[config.mk]
export PLATFORM = sky130hd
export DESIGN_NAME = entity_reference_tokenizer_unit
export DESIGN_NICKNAME = d
export VERILOG_FILES = /design/src/hw/rtl/ert_pkg.sv /design/src/hw/rtl/ert_front.sv /design/src/hw/rtl/ert_queue.sv /design/src/hw/rtl/ert_back.sv /design/src/hw/rtl/entity_reference_tokenizer_unit.sv
export SDC_FILE = /design/constraint.sdc
export NUM_CORES = 1
export LEC_CHECK = 0
export BUFFER_PORTS_ARGS = -buffer_cell sky130_fd_sc_hd__buf_2
export CORE_MARGIN = 8
export CORE_UTILIZATION = 61
export CTS_CLUSTER_DIAMETER = 150
export DETAILED_ROUTE_END_ITERATION = 8
export HOLD_SLACK_MARGIN = 0.1
export PLACE_DENSITY = 0.79
export SLEW_MARGIN = 20
export SYNTH_ARGS = -nofsm -noshare
export SYNTH_HDL_FRONTEND = slang
export SYNTH_SLANG_ARGS = --single-unit
[constraint.sdc]
create_clock -name i_clk -period 4.8 [get_ports i_clk]
set_input_delay 0.96 -clock i_clk [delete_from_list [all_inputs] [get_ports i_clk]]
set_output_delay 0.96 -clock i_clk [all_outputs]
set_load 0.01 [all_outputs]
[src/hw/rtl/ert_pkg.sv]
// Shared types and constants of the entity reference tokenizer.
package ert_pkg;

    localparam logic [7:0] CH_AMP  = 8'h26;
    localparam logic [7:0] CH_SEMI = 8'h3B;
    localparam logic [7:0] CH_DOT  = 8'h2E;

    localparam int Q_DEPTH   = 4;
    localparam int Q_PTR_W   = $clog2(Q_DEPTH);
    localparam int MAX_TOKS  = 3;

    typedef enum logic [2:0] {
        KIND_LIT   = 3'd0,
        KIND_START = 3'd1,
        KIND_NAME  = 3'd2,
        KIND_PART  = 3'd3,
        KIND_SEP   = 3'd4,
        KIND_END   = 3'd5,
        KIND_ERR   = 3'd6
    } t_kind;

    typedef enum logic [1:0] {
        ERR_NONE     = 2'd0,
        ERR_DOT      = 2'd1,
        ERR_TOO_LONG = 2'd2,
        ERR_OPEN_END = 2'd3
    } t_err;

    typedef enum logic [1:0] {
        MODE_OUT    = 2'd0,
        MODE_IN     = 2'd1,
        MODE_ABSORB = 2'd2,
        MODE_ERR    = 2'd3
    } t_mode;

    typedef struct packed {
        t_err        code;
        logic [7:0]  data;
        t_kind       kind;
    } t_token;

    typedef struct packed {
        logic [1:0]  count;
        t_token [MAX_TOKS-1:0] tok;
    } t_bundle;

    typedef struct packed {
        logic full;
        logic empty;
    } t_q_status;

endpackage

[src/hw/rtl/ert_front.sv]
// Front part: accepts text bytes, runs the parser state and forms token bundles.
module ert_front #(
    parameter int MAX_ENTITY_LEN = 128
) (
    input  logic             i_clk,
    input  logic             i_rst_n,
    input  logic             i_resolve_enable,
    input  logic             i_valid,
    input  logic [7:0]       i_data,
    input  logic             i_eob,
    output logic             o_ready,
    input  ert_pkg::t_q_status i_q_status,
    output logic             o_push,
    output ert_pkg::t_bundle o_bundle
);
    import ert_pkg::*;

    localparam logic [7:0] MAX_LEN = 8'(MAX_ENTITY_LEN);

    t_mode      r_mode, n_mode;
    logic       r_pend, n_pend;
    logic [7:0] r_len, n_len;
    logic       r_name, n_name;
    logic       r_parts, n_parts;
    logic       w_accept;

    function automatic t_bundle add_tok(t_bundle bd, t_kind k, logic [7:0] b, t_err e);
        t_bundle r;
        r = bd;
        if (bd.count != 2'd3) begin
            r.tok[bd.count].kind = k;
            r.tok[bd.count].data = b;
            r.tok[bd.count].code = e;
            r.count = bd.count + 2'd1;
        end
        return r;
    endfunction

    function automatic logic [7:0] grow(logic [7:0] v);
        return (v == 8'hFF) ? v : v + 8'd1;
    endfunction

    assign o_ready  = !i_q_status.full;
    assign w_accept = i_valid && o_ready;

    always_ff @(posedge i_clk) begin
        if (!i_rst_n) begin
            r_mode  <= MODE_OUT;
            r_pend  <= 1'b0;
            r_len   <= 8'd0;
            r_name  <= 1'b0;
            r_parts <= 1'b0;
        end else begin
            r_mode  <= n_mode;
            r_pend  <= n_pend;
            r_len   <= n_len;
            r_name  <= n_name;
            r_parts <= n_parts;
        end
    end

    always_comb begin
        t_mode      m;
        logic       pa;
        logic [7:0] len;
        logic       ns;
        logic       ps;
        logic       do_handle;
        t_bundle    bd;
        m         = r_mode;
        pa        = r_pend;
        len       = r_len;
        ns        = r_name;
        ps        = r_parts;
        do_handle = 1'b1;
        bd        = '0;
        if (w_accept) begin
            if (pa) begin
                pa = 1'b0;
                if (i_data == CH_AMP) begin
                    bd = add_tok(bd, KIND_LIT, CH_AMP, ERR_NONE);
                    do_handle = 1'b0;
                end else if (i_resolve_enable) begin
                    bd  = add_tok(bd, KIND_START, 8'd0, ERR_NONE);
                    m   = MODE_IN;
                    len = 8'd0;
                    ns  = 1'b0;
                    ps  = 1'b0;
                end else begin
                    bd = add_tok(bd, KIND_LIT, CH_AMP, ERR_NONE);
                end
            end
            if (do_handle) begin
                priority if (m == MODE_ERR) begin
                    bd = bd;
                end else if (m == MODE_ABSORB) begin
                    bd  = add_tok(bd, KIND_PART, i_data, ERR_NONE);
                    len = grow(len);
                    ps  = 1'b1;
                    m   = MODE_IN;
                end else if (i_data == CH_AMP) begin
                    if (!i_eob) begin
                        pa = 1'b1;
                    end else if (i_resolve_enable) begin
                        bd  = add_tok(bd, KIND_START, 8'd0, ERR_NONE);
                        m   = MODE_IN;
                        len = 8'd0;
                        ns  = 1'b0;
                        ps  = 1'b0;
                    end else begin
                        bd = add_tok(bd, KIND_LIT, CH_AMP, ERR_NONE);
                    end
                end else if (!(i_resolve_enable && m == MODE_IN)) begin
                    bd = add_tok(bd, KIND_LIT, i_data, ERR_NONE);
                end else if (i_data == CH_SEMI) begin
                    bd = add_tok(bd, KIND_END, 8'd0, ERR_NONE);
                    m  = MODE_OUT;
                end else if (i_data == CH_DOT) begin
                    if (!ns) begin
                        bd = add_tok(bd, KIND_ERR, 8'd0, ERR_DOT);
                        m  = MODE_ERR;
                    end else begin
                        len = grow(len);
                        if (ps) begin
                            bd = add_tok(bd, KIND_SEP, 8'd0, ERR_NONE);
                        end else begin
                            m = MODE_ABSORB;
                        end
                    end
                end else if (len >= MAX_LEN) begin
                    bd = add_tok(bd, KIND_ERR, 8'd0, ERR_TOO_LONG);
                    m  = MODE_ERR;
                end else begin
                    len = grow(len);
                    if (ps) begin
                        bd = add_tok(bd, KIND_PART, i_data, ERR_NONE);
                    end else begin
                        bd = add_tok(bd, KIND_NAME, i_data, ERR_NONE);
                        ns = 1'b1;
                    end
                end
            end
            if (i_eob) begin
                if (m == MODE_IN || m == MODE_ABSORB) begin
                    bd = add_tok(bd, KIND_ERR, 8'd0, ERR_OPEN_END);
                end
                m   = MODE_OUT;
                pa  = 1'b0;
                len = 8'd0;
                ns  = 1'b0;
                ps  = 1'b0;
            end
        end
        n_mode   = m;
        n_pend   = pa;
        n_len    = len;
        n_name   = ns;
        n_parts  = ps;
        o_bundle = bd;
        o_push   = w_accept && (bd.count != 2'd0);
    end

endmodule

[src/hw/rtl/ert_queue.sv]
// Short queue of token bundles between the front and back parts.
module ert_queue (
    input  logic               i_clk,
    input  logic               i_rst_n,
    input  logic               i_push,
    input  ert_pkg::t_bundle   i_bundle,
    input  logic               i_pop,
    output ert_pkg::t_bundle   o_head,
    output ert_pkg::t_q_status o_status
);
    import ert_pkg::*;

    t_bundle              r_mem [Q_DEPTH];
    logic [Q_PTR_W-1:0]   r_wr, r_rd;
    logic [Q_PTR_W:0]     r_cnt;
    logic                 w_do_push, w_do_pop;

    assign o_status.full  = (r_cnt == (Q_PTR_W+1)'(Q_DEPTH));
    assign o_status.empty = (r_cnt == '0);
    assign w_do_push      = i_push && !o_status.full;
    assign w_do_pop       = i_pop && !o_status.empty;
    assign o_head         = r_mem[r_rd];

    always_ff @(posedge i_clk) begin
        if (w_do_push) begin
            r_mem[r_wr] <= i_bundle;
        end
    end

    always_ff @(posedge i_clk) begin
        if (!i_rst_n) begin
            r_wr  <= '0;
            r_rd  <= '0;
            r_cnt <= '0;
        end else begin
            if (w_do_push) begin
                r_wr <= r_wr + 1'b1;
            end
            if (w_do_pop) begin
                r_rd <= r_rd + 1'b1;
            end
            if (w_do_push && !w_do_pop) begin
                r_cnt <= r_cnt + 1'b1;
            end else if (w_do_pop && !w_do_push) begin
                r_cnt <= r_cnt - 1'b1;
            end
        end
    end

endmodule

[src/hw/rtl/ert_back.sv]
// Back part: takes bundles from the queue and sends their tokens one beat at a time.
module ert_back (
    input  logic               i_clk,
    input  logic               i_rst_n,
    input  ert_pkg::t_bundle   i_head,
    input  ert_pkg::t_q_status i_q_status,
    output logic               o_pop,
    output logic               o_valid,
    input  logic               i_ready,
    output ert_pkg::t_token    o_token,
    output logic               o_last
);
    import ert_pkg::*;

    t_bundle    r_bundle;
    logic [1:0] r_idx;
    logic       r_busy;
    logic       w_done;

    assign o_valid = r_busy;
    assign o_token = r_bundle.tok[r_idx];
    assign o_last  = (r_idx == r_bundle.count - 2'd1);
    assign w_done  = r_busy && i_ready && o_last;
    assign o_pop   = (!r_busy || w_done) && !i_q_status.empty;

    always_ff @(posedge i_clk) begin
        if (o_pop) begin
            r_bundle <= i_head;
        end
    end

    always_ff @(posedge i_clk) begin
        if (!i_rst_n) begin
            r_busy <= 1'b0;
            r_idx  <= 2'd0;
        end else if (o_pop) begin
            r_busy <= 1'b1;
            r_idx  <= 2'd0;
        end else if (w_done) begin
            r_busy <= 1'b0;
            r_idx  <= 2'd0;
        end else if (r_busy && i_ready) begin
            r_idx <= r_idx + 2'd1;
        end
    end

endmodule

[src/hw/rtl/entity_reference_tokenizer_unit.sv]
// Top level of the entity reference tokenizer.
//
// Text bytes enter on the s_axis channel, one beat per byte, with tlast on the
// final byte of a buffer. Tokens leave on the m_axis channel, one beat per token,
// with the token kind on tuser and tlast on the last token caused by a given byte.
// A byte may cause zero to three tokens. The cfg channel writes resolve_enable and
// is always ready; it must be written only while the block is idle, which the block
// itself does not enforce. Once the back part loads a byte's bundle, its first
// token shows. Input is taken one byte per cycle while the bundle queue has room;
// output runs at one token per cycle while the receiver is ready, so bytes that
// cause several tokens set the sustained rate through the single output port.
// Reset clears the parser, the queue and the output, and sets resolve_enable.
// When the receiver stalls, the current token holds and the queue fills; once it
// holds four bundles, s_axis tready drops until a bundle is taken.
module entity_reference_tokenizer_unit #(
    parameter int MAX_ENTITY_LEN = 128
) (
    input  logic        i_clk,
    input  logic        i_rst_n,
    input  logic        i_s_axis_tvalid,
    output logic        o_s_axis_tready,
    input  logic [7:0]  i_s_axis_tdata,   // data_byte
    input  logic        i_s_axis_tlast,
    output logic        o_m_axis_tvalid,
    input  logic        i_m_axis_tready,
    output logic [15:0] o_m_axis_tdata,   // token_byte[7:0], error_code[9:8]
    output logic [2:0]  o_m_axis_tuser,   // token_kind[2:0]
    output logic        o_m_axis_tlast,
    input  logic        i_cfg_valid,
    output logic        o_cfg_ready,
    input  logic        i_cfg_data
);
    import ert_pkg::*;

    logic      r_resolve_enable;
    logic      w_push, w_pop;
    t_bundle   w_bundle, w_head;
    t_q_status w_q_status;
    t_token    w_token;

    assign o_cfg_ready = 1'b1;

    always_ff @(posedge i_clk) begin
        if (!i_rst_n) begin
            r_resolve_enable <= 1'b1;
        end else if (i_cfg_valid && o_cfg_ready) begin
            r_resolve_enable <= i_cfg_data;
        end
    end

    ert_front #(
        .MAX_ENTITY_LEN(MAX_ENTITY_LEN)
    ) u_front (
        .i_clk           (i_clk),
        .i_rst_n         (i_rst_n),
        .i_resolve_enable(r_resolve_enable),
        .i_valid         (i_s_axis_tvalid),
        .i_data          (i_s_axis_tdata),
        .i_eob           (i_s_axis_tlast),
        .o_ready         (o_s_axis_tready),
        .i_q_status      (w_q_status),
        .o_push          (w_push),
        .o_bundle        (w_bundle)
    );

    ert_queue u_queue (
        .i_clk   (i_clk),
        .i_rst_n (i_rst_n),
        .i_push  (w_push),
        .i_bundle(w_bundle),
        .i_pop   (w_pop),
        .o_head  (w_head),
        .o_status(w_q_status)
    );

    ert_back u_back (
        .i_clk     (i_clk),
        .i_rst_n   (i_rst_n),
        .i_head    (w_head),
        .i_q_status(w_q_status),
        .o_pop     (w_pop),
        .o_valid   (o_m_axis_tvalid),
        .i_ready   (i_m_axis_tready),
        .o_token   (w_token),
        .o_last    (o_m_axis_tlast)
    );

    assign o_m_axis_tdata = {6'b000000, w_token.code, w_token.data};
    assign o_m_axis_tuser = w_token.kind;

    a_reset_idle: assert property (@(posedge i_clk) !i_rst_n |=> !o_m_axis_tvalid)
        else $error("Output beat shown right after reset.");

    a_err_code: assert property (@(posedge i_clk) disable iff (!i_rst_n)
        (o_m_axis_tvalid && o_m_axis_tuser == KIND_ERR) |-> o_m_axis_tdata[9:8] != ERR_NONE)
        else $error("Error token without an error code.");

    a_no_code: assert property (@(posedge i_clk) disable iff (!i_rst_n)
        (o_m_axis_tvalid && o_m_axis_tuser != KIND_ERR) |-> o_m_axis_tdata[9:8] == ERR_NONE)
        else $error("Error code on a token that is not an error.");

    a_zero_byte: assert property (@(posedge i_clk) disable iff (!i_rst_n)
        (o_m_axis_tvalid && (o_m_axis_tuser == KIND_START || o_m_axis_tuser == KIND_SEP
         || o_m_axis_tuser == KIND_END || o_m_axis_tuser == KIND_ERR))
        |-> o_m_axis_tdata[7:0] == 8'd0)
        else $error("Byte value on a token kind that carries none.");

endmodule

## Word-level counts from Yosys, hierarchy flattened

Memory sizes are Yosys's and may differ from the RTL's. A register that Yosys moved wholly into a read port is not among the register bits.
Index checks and enable logic that the tools add are counted.

- Register bits after elaboration: 24
- RAM bits: 164
- Input bits: 15
- Output and inout bits: 23
- Memories kept: 1

Memory list:

| name | words | width | read ports | clocked after Yosys merged registers in | write ports | RTL line | source |
|---|---|---|---|---|---|---|---|
| u_queue.r_mem | 4 | 41 | 1 | 1 | 1 | ert_queue.sv:13 | `t_bundle r_mem [Q_DEPTH];` |

- $add $sub $neg: 9
- Magnitude comparators: 6
- Eq/ne operators: 13
- Multiplexer cells: 141
- Bitwise gates (word level): 1
- Reductions and logical operators: 24

Operator list:

| operator | count |
|---|---|
| 41-bit 2-to-1 mux | 30 |
| 39-bit bitwise mux | 27 |
| 13-bit demux with 2-bit select | 6 |
| 8-bit 2-to-1 mux | 15 |
| 13-bit 2-to-1 mux | 3 |
| 2-bit 2-to-1 mux | 18 |
| 1-bit 2-to-1 mux | 34 |
| 13-bit binary-select mux with 2-bit select | 1 |
| 8-bit by 6-bit == test with 1-bit output (second input constant) | 3 |
| 11-bit 2-to-1 mux | 2 |
| 1-bit logical AND | 12 |
| 3-bit 2-to-1 mux | 4 |
| 2-bit by 1-bit adder with 2-bit output (second input constant) | 5 |
| 2-bit by 3-bit < comparator with 1-bit output (second input constant) | 3 |
| 9-bit 2-to-1 mux | 1 |
| 8-bit by 1-bit adder with 8-bit output (second input constant) | 1 |
| 8-bit == test (second input constant) | 1 |
| 8-bit >= comparator (second input constant) | 1 |
| 2-bit == test (second input constant) | 3 |
| 2-bit nonzero test | 3 |
| 1-bit zero test | 5 |
| 2-bit by 1-bit == test with 1-bit output (second input constant) | 2 |
| 2-bit by 1-bit >= comparator with 1-bit output (second input constant) | 2 |
| 2-bit inequality test (second input constant) | 2 |
| other kinds (9) | 10 |

## Depth between registers and ports, before layout

- Depth in word-level cells: 40
- Depth in mapped cells: 15

## Hierarchy

Synthesis repeated with hierarchy kept, for this count alone.

- Cell total of the unflattened synthesis: 696
- Area total of the unflattened synthesis: 10352.4 sq um

By module, submodules not included:

| module | times used | cells an instance | area each (sq um) | seq. area each (sq um) |
|---|---|---|---|---|
| ert_queue | 1 | 263 | 6456.2 | 5104.9 |
| ert_front | 1 | 311 | 2097.0 | 260.2 |
| ert_back | 1 | 110 | 1705.4 | 1291.2 |
| entity_reference_tokenizer_unit | 1 | 12 | 93.8 | 20.0 |

## Worst setup path before layout

No wires, ideal clock.

- Path kind: input-to-reg
- From: in i_s_axis_tdata[4]
- To: reg u_queue.r_cnt[2]
- Arrival: 3.936 ns
- Setup slack: 0.789 ns
- Stages: 14
- Buffers on the path: 2
- Cells stage by stage: buf_6 -> or3b_1 -> nor3_1 -> a21oi_1 -> or4_1 -> nand2b_2 -> a211o_1 -> buf_4 -> ha_1 -> inv_1 -> fa_1 -> xor2_1 -> or3_1 -> a21boi_0

- Longest elaborated chain between the ends: 25
- Elaborated cells between the ends (all ways): 65
- Classes of those cells: add/sub (1); order compare (1); eq/ne (9); mux (45); reduce/logical (9)

Ends and longest elaborated chain:

| element | RTL line | source |
|---|---|---|
| start: declaration | entity_reference_tokenizer_unit.sv:22 | `input logic [7:0] i_s_axis_tdata,` |
| 8-bit by 6-bit == test with 1-bit output | ert_front.sv:80, ert_front.sv:101 |  |
| 8-bit 2-to-1 mux, or another cell as far along | ert_front.sv:80 | `if (i_data == CH_AMP) begin` |
| 8-bit 2-to-1 mux, or another cell as far along | ert_front.sv:78 | `if (pa) begin` |
| 8-bit 2-to-1 mux, or another cell as far along | ert_front.sv:77 | `if (w_accept) begin` |
| 8-bit >= comparator, or another cell as far along | ert_front.sv:130 | `end else if (len >= MAX_LEN) begin` |
| 41-bit 2-to-1 mux, or another cell as far along | ert_front.sv:130 |  |
| 41-bit 2-to-1 mux or 2-bit 2-to-1 mux (tied branches) | ert_front.sv:118 | `end else if (i_data == CH_DOT) begin` |
| 41-bit 2-to-1 mux or 2-bit 2-to-1 mux (tied branches) | ert_front.sv:115 | `end else if (i_data == CH_SEMI) begin` |
| (+10 left out) | n/a |  |
| 41-bit 2-to-1 mux * | ert_front.sv:77 |  |
| 2-bit nonzero test * | ert_front.sv:160 | `o_push = w_accept && (bd.count != 2'd0);` |
| 1-bit logical AND * | ert_front.sv:160 |  |
| 1-bit logical AND * | ert_queue.sv:20 | `assign w_do_push = i_push && !o_status.full;` |
| named net u_queue.w_do_push | ert_queue.sv:16 | `logic w_do_push, w_do_pop;` |
| 1-bit zero test | ert_queue.sv:44 | `end else if (w_do_pop && !w_do_push) begin` |
| 1-bit logical AND | ert_queue.sv:44 |  |
| 2-bit nonzero test (no line) | n/a |  |
| end signal: assignment | ert_queue.sv:43 | `r_cnt <= r_cnt + 1'b1;` |
| end signal: assignment | ert_queue.sv:45 | `r_cnt <= r_cnt - 1'b1;` |
| end: declaration | ert_queue.sv:15 | `logic [Q_PTR_W:0] r_cnt;` |

The timed path passes the listed nets; every way through them passes the cells marked *. The select of a mux whose other input is x is not followed.
A chain may end at the register's enable or synchronous reset.

## Worst setup path after layout

- From: in i_s_axis_tdata[3]
- To: reg u_queue.r_cnt[2]

- Longest elaborated chain between the ends: 25
- Elaborated cells between the ends (all ways): 65
- Classes of those cells: add/sub (1); order compare (1); eq/ne (9); mux (45); reduce/logical (9)

Ends and longest elaborated chain:

| element | RTL line | source |
|---|---|---|
| 8-bit by 6-bit == test with 1-bit output | ert_front.sv:80, ert_front.sv:101 |  |
| 8-bit 2-to-1 mux, or another cell as far along | ert_front.sv:80 |  |
| 8-bit 2-to-1 mux, or another cell as far along | ert_front.sv:78 |  |
| 8-bit 2-to-1 mux, or another cell as far along | ert_front.sv:77 |  |
| 8-bit >= comparator, or another cell as far along | ert_front.sv:130 |  |
| 41-bit 2-to-1 mux, or another cell as far along | ert_front.sv:130 |  |
| 41-bit 2-to-1 mux or 2-bit 2-to-1 mux (tied branches) | ert_front.sv:118 |  |
| 41-bit 2-to-1 mux or 2-bit 2-to-1 mux (tied branches) | ert_front.sv:115 |  |
| (+9 left out) | n/a |  |
| 41-bit 2-to-1 mux * | ert_front.sv:143 | `if (i_eob) begin` |
| 41-bit 2-to-1 mux * | ert_front.sv:77 |  |
| 2-bit nonzero test * | ert_front.sv:160 |  |
| 1-bit logical AND * | ert_front.sv:160 |  |
| 1-bit logical AND * | ert_queue.sv:20 |  |
| 1-bit zero test | ert_queue.sv:44 |  |
| 1-bit logical AND | ert_queue.sv:44 |  |
| 2-bit nonzero test (no line) | n/a |  |

Every way passes the cells marked *; elsewhere a longest branch is shown, timed or not. The select of a mux whose other input is x is not followed.

==> metrics.sh <==
PLACE_CONGESTION=0.990
FINAL_COMMON_CELL='edfxtp_1'
FINAL.PERIOD_UTILIZATION_PCT=83.4
SKEW_NS=0.0126
TRITONCTS_BUFFERS=17
DIE_H_UM=131
FINAL_CELLS=833
TIMING.FINAL.MAX_SLEW_VIOLATIONS=0
MOSTFREQUENTLAYOUTCELLS='145 x edfxtp_1, 48 x nand2_1, 39 x nor2_1'
IO-PIN-COUNT=38
STD_CELL_ROWS=42
GRT_ANTENNA_BEFORE_REPAIR=0
DRC=0
POSTSYNTHAREAPERCELL_UM2=13.2
FINALHOLDVIOLATIONS=0
IR_DROP_uV=245
CTS_TREE='yes'
SYNTH.YOSYS.SEQ_AREA_SHARE_PCT=60.0
CTS_SETUP_BUFFERS=0
MIN_PATH_TYPE='flip-flop to flip-flop'
ACHIEVABLE-FREQUENCY_GHz=0.250
TIMING.CRITICAL_PATH.ARRIVAL_NS=4.34
DR.PASS1.ITERS=5
FIRST_PASS_GRT_WIRE_LENGTH_UM=32500
ANTENNADIODECOUNT=0
SYNTH.CELL_AREA_UM2=8050
WORST_SKEW_PAIR.LATE_LATENCY_NS=0.42
SYN_TO_FINAL_GROWTH_PCT=11.6
FIRST_ITER_VIOLATIONS=676
GRT_START_MAX_NET_PINS=32
DRT_WL_TOTAL_UM=21200
PLACE.DETAILED.INSTANCES=801
R2R_SETUP_SLACK_NS=0.95
GLOBALROUTE.TOTALOVERFLOW=0
FIRST_GLOBAL_VIAS=5466
FINAL_LAYOUT_SIZE_SUFFIX_GT1_SHARE_PCT=19.2
SYNTH_FLOP_CELL='edfxtp_1'
INITIAL_STANDARD_CELL_UTILIZATION_OF_THE_CORE_PCT=61.5
CTS_HOLD_REPAIR.BUFFERS=0
END_KIND='flip-flop'
CRITPATHREQUIREDTIME_NS=5.14
DIEWIDTH_UM=131
FF_LATCH_AREA_UM2=4840
CAP_VIOL_MAX_COUNT=0
CLOCK_NET_SINK_COUNT=169
DIE-AREA_UM2=17100
FINAL.FILL_COUNT=885
PLACE_HPWL_UM=14000
NETLIST.AREA_LEADER.SHARE_PCT=54.1
SYNTH_CELLS=611
CORE_AREA_UM2=13100
POWER.LEAKAGE_nW=3.10
TIMING_WORST_SLEW_PIN_VALUE_NS=0.856
NUMBER_OF_FLIP_FLOPS_AND_LATCHES_IN_THE_SYNTHESIZED_NETLIST=169
CTS.ROOT.BUFFER_CELL='clkbuf_16'
WORSTSETUPSTARTPOINTTYPE='input pin'
PORT_BUFFERS=30
YS_TYPES=78
ROUTE.VIAS.TOTAL=5577
MULTI_INPUT_AREA_UM2=2980
CP_CELL_SEQUENCE='buf_2, nor4b_4, nand2_1, a21o_1, a221o_2, nor4_1, a211o_1, ha_1, inv_1, fa_1, xor2_1, or3_1, a21boi_0'
CRIT_PATH_MAX_FANOUT=12
VIAS_PER_CELL=6.70
FIN_SETUP_TNS_NS=0
P_PER_AREA_nW_PER_UM2=483
FINALSETUPVIOLATIONS=0
CELL_WITH_THE_BIGGEST_INDIVIDUAL_DELAY_ON_THE_CRITICAL_PATH='nor4b_4'
CTS.REPORTEDPATHS.CLKPINSLEW_NS=0.06
MIN_PERIOD_NS=4.00
SYNTH-WARNING-COUNT=0
CP_SLOWEST_STAGE_DELAY_NS=0.47
RSZ_0062_RAISED_AFTER_GLOBAL_ROUTING='false'
SYNTH-ASYNC-RESET-RATIO_PCT=0
GRT.TOTAL_USAGE_PCT=26.0
CLOCK_TREE.HTREE_LEVEL_COUNT=4
WORST_SETUP_PATH_CLASS='input pin to flip-flop'
NUMBER_OF_ENABLE_TYPE_REGISTER_CELLS_IN_THE_SYNTHESIZED_NETLIST=145
STATUS='complete, no violations'
SYNTH_AREA_LEADER_CELL='edfxtp_1'
WIRE_PER_INST_UM=25.4
MAX-CLOCK-PATH-BUFFERS=2
POST_CTS_RESIZED=0
DESIGN.FINAL.NETS=667
ROUTE.ANTENNA.REMAINING_NETS=0
NETLIST_TOP_CELLS_AREA='edfxtp_1 54%, mux4_2 8.1%, dfxtp_1 6.0%, mux2i_1 2.5%, nand2_1 2.2%'
TIMING.SLEW.HEADROOM_PCT=42.9
==> sequential cells by signal, summed over array words and instances, names as in the netlist <==
signal            count
u_back.o_valid        1
u_queue.r_rd          2
u_back.r_bundle      29
r_resolve_enable      1
u_front.r_pend        1
u_back.r_idx          2
u_front.r_parts       1
u_queue.r_mem       116
u_queue.r_cnt         3
u_front.r_name        1
u_queue.r_wr          2
u_front.r_len         8
u_front.r_mode        2
==> where the power goes <==
part | leakage, nW | internal (mW) | switching, mW
clock | 0.299 | 0.810 | 0.583
combinational | 1.26 | 0.380 | 0.542
sequential | 1.54 | 1.92 | 0.104
total | 3.10 | 3.11 | 1.23
==> worst max-delay path, delay by kind of cell <==
| family | cells | cell delay [ns] |
|---|---|---|
| AND/OR/NAND/NOR | 4 | 1.29 |
| AO/OA/AOI/OAI | 4 | 1.06 |
| adder cells (fa/ha/maj) | 2 | 0.62 |
| buffers and inverters | 2 | 0.26 |
| XOR/XNOR | 1 | 0.16 |
==> per-layer routing <==
metal	GRT usage (%)	wire length, um	vias to the layer above
met3	4.30	1520	57
met2	43.3	10800	331
met4	10.5	636	0
li1	-	-	2443
met5	0	0	-
met1	33.4	8220	2746
==> path summary, 6_finish.rpt <==
kind	from	endpoint	cells past startpoint
max reg2reg	r_resolve_enable	u_queue.r_cnt[2]	12
min	u_front.r_len[5]	u_front.r_len[5]	2
max	i_s_axis_tdata[3]	u_queue.r_cnt[2]	13
min reg2reg	u_front.r_len[5]	u_front.r_len[5]	2
==> cells in the mapped netlist (all sizes together), types with 5 or more instances <==
library cell	instances
nand4	8
nor4	7
nand2b	7
o21ai	35
nor2	40
mux2i	20
ha	7
a21oi	31
o22ai	5
a22oi	7
edfxtp	145
mux4	29
o211ai	5
inv	13
dfxtp	24
clkbuf	19
nor3	11
buf	21
and2	20
nand2	48
nor2b	10
a211oi	5
nand3	13
==> area by class of cell <==
| class | instances | share of cell area, % |
|---|---|---|
| clock buffers | 19 | 5.04 |
| clock inverters | 13 | 1.74 |
| inverters | 13 | 0.543 |
| multi-input cells | 394 | 33.2 |
| flip-flops and latches | 169 | 53.8 |
| well taps | 176 | 2.45 |
| repair buffers | 49 | 3.26 |
==> metrics by stage <==
stage	setup WS [ns]	utilization [%]	area (um^2)	power (mW)	hold WS (ns)
after floorplan	0.789	-	8070	2.64	0.440
after global placement	0.518	64.0	8380	2.90	0.465
after detailed placement	0.434	64.0	8380	2.95	0.477
after CTS	0.834	68.7	8990	4.36	0.487
after global routing	0.618	68.7	8990	4.49	0.520
final	0.798	68.7	8990	4.34	0.482
==> kinds of logic (layout without fill, tap and decap cells) <==
family	count (synthesis)	after routing	share of synthesized area (%)
DFF	169	169	60.0
and+or+nand+nor	187	187	12.6
adders and majority gates	8	8	1.34
AOI/OAI and AO/OA	137	137	11.5
other	2	7	0.0933
muxes	49	49	10.6
buffers and inverters	53	94	3.19
xor gates and xnor gates	6	6	0.653
No activity file was read; power rests on OpenSTA's default activity.
